**src/sv/isq_pkg.sv**
```systemverilog
// ----------------------------------------------------------------------------
// isq_pkg: shared types and constants of the indexed sequence store
// Command and status codes, word structs and the control struct broadcast to the cells.
// ----------------------------------------------------------------------------
package isq_pkg;

  localparam int CAPACITY = 64;
  localparam int POS_W    = 7;
  localparam int CNT_W    = 7;
  localparam int DATA_W   = 32;
  localparam int GRP_SIZE = 8;
  localparam int GRP_N    = (CAPACITY + GRP_SIZE - 1) / GRP_SIZE;

  localparam logic [2:0] CMD_READ    = 3'd0;
  localparam logic [2:0] CMD_INS_FRT = 3'd1;
  localparam logic [2:0] CMD_INS_END = 3'd2;
  localparam logic [2:0] CMD_INS_POS = 3'd3;
  localparam logic [2:0] CMD_DEL_POS = 3'd4;

  localparam logic [1:0] STAT_DONE  = 2'd0;
  localparam logic [1:0] STAT_RANGE = 2'd1;
  localparam logic [1:0] STAT_FULL  = 2'd2;

  localparam logic [CNT_W-1:0] CAP_CNT = CNT_W'(CAPACITY);

  typedef struct packed {
    logic [2:0]              cmd;
    logic [POS_W-1:0]        position;
    logic signed [DATA_W-1:0] data_in;
  } isq_cmd_t;

  typedef struct packed {
    logic signed [DATA_W-1:0] read_data;
    logic [1:0]               status;
    logic [CNT_W-1:0]         element_count;
  } isq_res_t;

  // broadcast to every cell of the chain
  typedef struct packed {
    logic                     ins;
    logic                     del;
    logic [POS_W-1:0]         pos;
    logic signed [DATA_W-1:0] data;
  } isq_ctrl_t;

endpackage

```
**src/sv/isq_cell.sv**
```systemverilog
// ----------------------------------------------------------------------------
// isq_cell: one storage cell of the sequence chain
// Holds one element; on insert takes the left neighbor or the new word, on
// delete takes the right neighbor. Drives its word onto the read tree on a hit.
// ----------------------------------------------------------------------------
module isq_cell
  import isq_pkg::*;
(
  input  logic                     clk_i,
  input  logic [POS_W-1:0]         index_i,
  input  isq_ctrl_t                ctrl_i,
  input  logic signed [DATA_W-1:0] prev_i,
  input  logic signed [DATA_W-1:0] next_i,
  output logic signed [DATA_W-1:0] val_o,
  output logic signed [DATA_W-1:0] hit_o
);

  logic signed [DATA_W-1:0] val_q, val_d;
  logic                     en;

  always_comb begin
    val_d = val_q;
    en    = 1'b0;
    if (ctrl_i.ins) begin
      if (index_i > ctrl_i.pos) begin
        val_d = prev_i;
        en    = 1'b1;
      end else if (index_i == ctrl_i.pos) begin
        val_d = ctrl_i.data;
        en    = 1'b1;
      end
    end else if (ctrl_i.del && (index_i >= ctrl_i.pos)) begin
      val_d = next_i;
      en    = 1'b1;
    end
  end

  always_ff @(posedge clk_i) begin
    if (en) begin
      val_q <= val_d;
    end
  end

  assign val_o = val_q;
  assign hit_o = (index_i == ctrl_i.pos) ? val_q : '0;

endmodule

```
**config.mk**
```make
export PLATFORM = sky130hd
export DESIGN_NAME = isq_cell
export DESIGN_NICKNAME = d
export VERILOG_FILES = /design/src/sv/isq_pkg.sv /design/src/sv/isq_cell.sv
export SDC_FILE = /design/constraint.sdc
export NUM_CORES = 1
export LEC_CHECK = 0
export BUFFER_PORTS_ARGS = -buffer_cell sky130_fd_sc_hd__buf_2
export CAP_MARGIN = 15
export CORE_AREA = 2 2 82 84
export CTS_BUF_LIST = sky130_fd_sc_hd__clkbuf_4 sky130_fd_sc_hd__clkbuf_8 sky130_fd_sc_hd__clkbuf_16
export CTS_CLUSTER_DIAMETER = 40
export DETAILED_ROUTE_END_ITERATION = 16
export DIE_AREA = 0 0 84 86
export HOLD_SLACK_MARGIN = 0.06
export PLACE_DENSITY = 0.8
export SETUP_SLACK_MARGIN = 0.02
export SYNTH_ARGS = -nofsm -noshare
export SYNTH_HDL_FRONTEND = slang
export SYNTH_SLANG_ARGS = --single-unit
```
**constraint.sdc**
```tcl
create_clock -name clk_i -period 4 [get_ports clk_i]
set_input_delay 0.6 -clock clk_i [delete_from_list [all_inputs] [get_ports clk_i]]
set_output_delay 0.6 -clock clk_i [all_outputs]
set_load 0.01 [all_outputs]
```
==> summary.md, run 1 <==
| Metric | Value |
|---|---|
| Top cell type's share of synthesized area | 36.48% |
| Root Buffer | clkbuf_8 |
| Worst vdd rail ir drop | 0.1425 mV |
| Seq pwr share | 44.7% |
| Crit path kind | input port to flop |
| Synth top area cells | edfxtp_1 (36%), o2111ai_1 (11%), and3_1 (7.8%) |
| Hold_buf cts | 0 |
| Synth async-reset ratio | 0% |
| Synthesized area per cell | 8.928 µm² |
| Vert. Die Dim | 86 µm |
| Worst Hold Class | input port to flop |
| Global route total overflow | 0 |
| WHS | 649.2 ps |
| CTS Buffer Depth | 2 |
| Worst EP required | 4020 ps |
| Layout Utilization | 56.55% |
| CTS clk-pin slew, worst paths | 70 ps |
| Post-synthesis cell area | 2634 µm² |
| Number of vias per cell | 5.958 |
| Sw Ratio | 31.75% |
| Remaining antenna violation count | 0 |
| Worst Hold Path EP | val_o[15] |
| Drc violations | 0 |
| Slowest cell on crit path | nand2_1 |
| Cell family with most CP delay | simple AND/OR/NAND/NOR gates |
| Post-DP HPWL | 5897 µm |
| Routed WL per cell | 16.09 µm |
| CP Cell Sequence | buf_2, inv_1, ha_1, and4_4, nand2_1, o2111ai_1, nand3_1 |
| Initial drt markers | 169 |
| Setup TNS Final | 0 ps |
| Layout cells sized above 1 | 43.92% |
| PwrDens | 292.0 nW/µm² |
| Top-count cell post-synth | and3_1 |
| Clk sink count | 32 |
| Tightest slew margin relative to the limit | 27.77% |
| Buffers plus inverters on the worst setup path | 2 |
| Slew @ Worst Pin | 1081 ps |
| MaxCap Viol Count | 0 |
| Total GRT Usage | 22.55% |
| Routability cong. | 0.7660 |
| Period minus WS final | 2673 ps |
| IO buf count | 176 |
| Pint | 0.0007074 W |
| Setup violations, final | 0 |
| PnR worst setup slack | 1327 ps |
| Clock Power Share | 24.8% |
| First-pass GRT wire length | 13250 µm |
| CP arrival | 2690 ps |
| Post-Route WL | 8383 µm |
| Largest net degree at the start of global routing | 85 |
| WHS Path Cells | 3 |
| Antenna violations before repair | 0 |
| Worst-path fanout max | 37 |
| CP Capture Type | flop |
| Die width | 84 µm |
| P_sw | 0.0003291 W |
| Period utilization | 66.82% |
| Die area | 7224 µm² |
| FF+latch count, synth | 32 |
| Post-synth top flop | edfxtp_1 |
| ANT cells | 0 |
| Post-CTS setup buffers | 0 |
| Rows | 29 |
| Logic pwr share | 30.5% |
| Fill cell count | 576 |
| Warnings from Yosys | 0 |
| Lkg Pwr | 1.746 nW |
| Post-synth EDFFs | 32 |
| Worst hold start | ctrl_i[15] |
| Multi-input logic area | 1450 µm² |
| Worst setup SP type | input port |
| CTS tree | done |
| Syn_nets | 415 |
| Yosys cell types | 25 |
| P&R area growth vs syn | 34.77% |
| Run status | finished, final reports clean |
| Via Count | 3104 |
| Syn Inst Count | 295 |
| DP Worst Slack | 1031 ps |
| Max reg flops | 32 |
| Placed instance count | 513 |
| Max-slew violation count | 0 |
| RSZ-0062 raised after global routing | false |
| First drt pass iteration count | 6 |
| Reg area | 960.9 µm² |
| Register area share after synthesis | 36.48% |
| CTS HTree Levels | 2 |
| Fmax | 0.3741 GHz |
| Delay of the slowest critical-path stage | 700 ps |
| # resized after CTS | 0 |
| Number of global-route vias before repair | 2806 |
| Num CTS Buffers | 5 |
| Non-Filler Instances | 521 |
| Synth area leader | edfxtp_1 |
| Core area | 6277 µm² |
| Net count, final | 563 |
| Hold Vio Cnt, Final | 0 |
| Num ports | 177 |
| Initial Util | 41.96% |
==> routing by layer <==
metal	wire [µm]	part of all wire, %	global-route usage (%)	vias up
met5	0	0	0	-
met4	171	2.0	9.091	0
met3	747	8.9	5.486	18
met2	4241	51	40.00	170
met1	3222	38	26.23	1434
li1	-	-	-	1482
==> cell families (layout without fill, tap and decap cells) <==
family          after synthesis  count (layout)  synth area share (%)
compound gates               73              73                 20.52
fa+ha+maj                     7               7                 3.325
buf+inv                      48             197                 9.026
flops                        32              32                 36.48
simple gates                135             135                 30.64
==> power groups by stage <==
stage	clock [W]	sequential [W]	combinational, W
global placement	0	0.000468	0.000306
detailed placement	0	0.000471	0.000315
global route	0.000276	0.000470	0.000347
finish	0.000257	0.000463	0.000317
CTS	0.000261	0.000464	0.000316
floorplan	0	0.000496	0.000143
==> worst max-delay path by stage <==
stage	startpoint	endpoint	depth (start not counted)
global route	ctrl_i[38]	val_o[29]	7
floorplan	ctrl_i[38]	val_o[0]	7
finish	ctrl_i[38]	val_o[29]	7
global placement	ctrl_i[38]	val_o[31]	7
detailed placement	ctrl_i[38]	val_o[15]	6
CTS	ctrl_i[38]	val_o[15]	6
==> placed cells by master (no fill, tap or decap) <==
| cell type | instances |
|---|---|
| buf_2 | 175 |
| and3_1 | 33 |
| o2111ai_1 | 32 |
| nand4_1 | 32 |
| nor2b_1 | 32 |
| a31oi_1 | 32 |
| nand3_1 | 32 |
| edfxtp_1 | 32 |
| inv_1 | 7 |
| ha_1 | 7 |
| buf_4 | 7 |
| clkbuf_8 | 5 |
| nand2_1 | 2 |
| a21oi_1 | 2 |
| o21ai_2 | 2 |
| clkbuf_4 | 2 |
| and3b_1 | 1 |
| a21o_1 | 1 |
| and4_4 | 1 |
| o21a_2 | 1 |
| o21a_1 | 1 |
| and2_4 | 1 |
| o31ai_1 | 1 |
| nor2_1 | 1 |
| a21oi_4 | 1 |
| clkinv_1 | 1 |
==> metrics by stage <==
| step | instance area (µm²) | total power (W) |
|---|---|---|
| 5_1_grt | 3550 | 0.001093 |
| 6_report | 3550 | 0.001036 |
| 3_3_place_gp | 3462 | 0.0007741 |
| 3_5_place_dp | 3462 | 0.0007864 |
| 2_1_floorplan | 2634 | 0.0006400 |
| 4_1_cts | 3550 | 0.001040 |
==> area by class of cell <==
class | count | area share [%]
sequential | 32 | 27.07
timing repair buffer | 182 | 26.15
clock inverter | 1 | 0.1057
clock buffer | 7 | 2.362
tap | 77 | 2.714
multi-input combinational | 215 | 40.85
inverter | 7 | 0.7402
(Power assumes the default switching activity.)
==> run 2, diff against run 1 <==
- clock period: 4 -> 2.6 ns (I/O delays scaled with it)
==> run 2 against run 1 <==
Final area grew 0.39%; first-iteration DRC count rose by 15%; worst hold slack got worse by 210 ps; routed wire length up 1.3%; critical path depth increased by 1; combinational power up 54%; total power up 52%; largest cell class unchanged; largest power group unchanged.
==> summary.md, run 2 (same netlist as run 1, synthesis figures left out) <==
| Metric | Value |
|---|---|
| Most Crowded Layer GR | met2 |
| Largest net degree at the start of global routing | 129 (+52%) |
| Post-CTS setup buffers | 0 (unchanged) |
| Run status | finished, final reports clean |
| Max-slew violation count | 0 (unchanged) |
| Net count, final | 564 (+0.18%) |
| Worst hold start | ctrl_i[14] |
| Routed WL per cell | 16.29 µm (+1.3%) |
| Clk sink count | 32 (unchanged) |
| First-pass GRT wire length | 13090 µm (-1.2%) |
| Multi-input logic area | 1450 µm² (unchanged) |
| Fmax | 0.4611 GHz |
| Commonest non-fill, non-tap cell in the layout | buf_2 |
| Initial Util | 41.96% (unchanged) |
| Setup violations, final | 0 (unchanged) |
| Setup TNS Final | 0 ps (unchanged) |
| First drt pass iteration count | 4 (-2) |
| Met1 track demand over resource | 26.34% (+0.11 points) |
| CTS tree | done |
| Vert. Die Dim | 86 µm (unchanged) |
| DP Worst Slack | 176.7 ps (-853.9 ps) |
| CP Capture Type | flop |
| Max reg flops | 32 (unchanged) |
| Global route total overflow | 0 (unchanged) |
| Num CTS Buffers | 5 (unchanged) |
| Post-DP HPWL | 5836 µm (-1.0%) |
| Worst Hold Path EP | val_o[14] |
| IO buf count | 176 (unchanged) |
| Core area | 6277 µm² (unchanged) |
| Worst setup SP type | input port |
| Root Buffer | clkbuf_8 |
| Lkg Pwr | 1.753 nW (+0.38%) |
| RSZ-0062 raised after global routing | false |
| Placed instance count | 514 (+0.19%) |
| P&R area growth vs syn | 35.30% |
| Remaining antenna violation count | 0 (unchanged) |
| Most frequent cells in the layout | buf_2 (175), and3_1 (33) |
| WHS Path Cells | 3 (unchanged) |
| Worst-path fanout max | 36 (-2.7%) |
| Initial drt markers | 195 (+15%) |
| M2 GR Usage | 40.51% (+0.51 points) |
| Fill cell count | 612 (+6.3%) |
| PnR worst setup slack | 431.1 ps (-896.2 ps) |
| Total GRT Usage | 22.34% (-0.21 points) |
| Worst Hold Class | input port to flop |
| Die width | 84 µm (unchanged) |
| CP arrival | 2310 ps (-380 ps) |
| Tightest slew margin relative to the limit | 29.88% (+2.1 points) |
| Reg area | 960.9 µm² (unchanged) |
| MaxCap Viol Count | 0 (unchanged) |
| CTS HTree Levels | 2 (unchanged) |
| Period minus WS final | 2169 ps |
| ANT cells | 0 (unchanged) |
| Post-Route WL | 8489 µm (+1.3%) |
| Layout cells sized above 1 | 44.14% (+0.23 points) |
| Period utilization | 83.42% |
| Hold_buf cts | 0 (unchanged) |
| CTS clk-pin slew, worst paths | 70 ps (about the same) |
| Worst vdd rail ir drop | 0.2257 mV (+58%) |
| Die area | 7224 µm² (unchanged) |
| # resized after CTS | 0 (unchanged) |
| Rows | 29 (unchanged) |
| Crit path kind | input port to flop |
| Non-Filler Instances | 521 (unchanged) |
| Hold Vio Cnt, Final | 0 (unchanged) |
| M3 GR Usage | 5.197% (-0.29 points) |
| CTS Buffer Depth | 2 (unchanged) |
| Number of vias per cell | 5.797 (-2.7%) |
| Slew @ Worst Pin | 1049 ps (-31.68 ps) |
| Worst EP required | 2740 ps (-1280 ps) |
| PwrDens | 442.4 nW/µm² (+51%) |
| Num ports | 177 (unchanged) |
| Routability cong. | 0.7864 (+2.7%) |
| Number of global-route vias before repair | 2798 (-0.29%) |
| Antenna violations before repair | 0 (unchanged) |
| Drc violations | 0 (unchanged) |
| Via Count | 3020 (-2.7%) |
[run 2: changes by cell type in the layout (fill, tap and decap cells not counted)]
cell / delta
clkinv_2: +1
clkinv_1: -1
buf_12: +1
clkbuf_4: -1
[run 2: power breakdown]
part           switching (W)  total [W]  internal, W
Sequential         0.0000379   0.000715     0.000677
Clock               0.000180   0.000372     0.000192
Combinational       0.000283   0.000489     0.000206
[run 2: per-layer routing]
| metal | up-vias | part of all wire [%] |
|---|---|---|
| met3 | 6 | 8.8 |
| met5 | - | 0 |
| met2 | 147 | 52 |
| met4 | 0 | 0.91 |
| met1 | 1388 | 39 |
| li1 | 1479 | - |
[run 2: layout make-up]
| cell class | count | share of cell area (%) |
|---|---|---|
| clock inverter | 1 | 0.1404 |
| inverter | 7 | 0.7374 |
| clock buffer | 6 | 2.142 |
| multi-input combinational | 215 | 40.70 |
| timing repair buffer | 183 | 26.62 |
| tap | 77 | 2.704 |
| sequential | 32 | 26.97 |
[run 2: how the worst max path moves through the flow]
stage / from / end / slack [ps] / depth (start not counted)
CTS: ctrl_i[38] / val_o[2] / 470 / 8
floorplan: ctrl_i[38] / val_o[0] / 210 / 7
finish: ctrl_i[38] / val_o[2] / 430 / 8
detailed placement: ctrl_i[38] / val_o[14] / 180 / 6
global route: ctrl_i[38] / val_o[4] / 270 / 8
global placement: ctrl_i[38] / val_o[3] / 250 / 8
[run 2: worst max-delay path, cell delays in order]
cell,delay [ps]
buf_2,70
inv_1,30
ha_1,310
and4_4,240
buf_4,300
o21a_2,640
o2111ai_1,180
nand3_1,120
[run 2: stage by stage]
stage / hold WS [ps] / utilization [%] / total power, W / cell area (µm²)
5_1_grt: 447.0 / 56.77 / 0.001666 / 3563
6_report: 443.6 / 56.77 / 0.001576 / 3563
2_1_floorplan: 613.3 / - / 0.0009855 / 2645
4_1_cts: 432.3 / 56.77 / 0.001583 / 3563
3_3_place_gp: 723.9 / 55.47 / 0.001196 / 3482
3_5_place_dp: 730.1 / 55.47 / 0.001213 / 3482
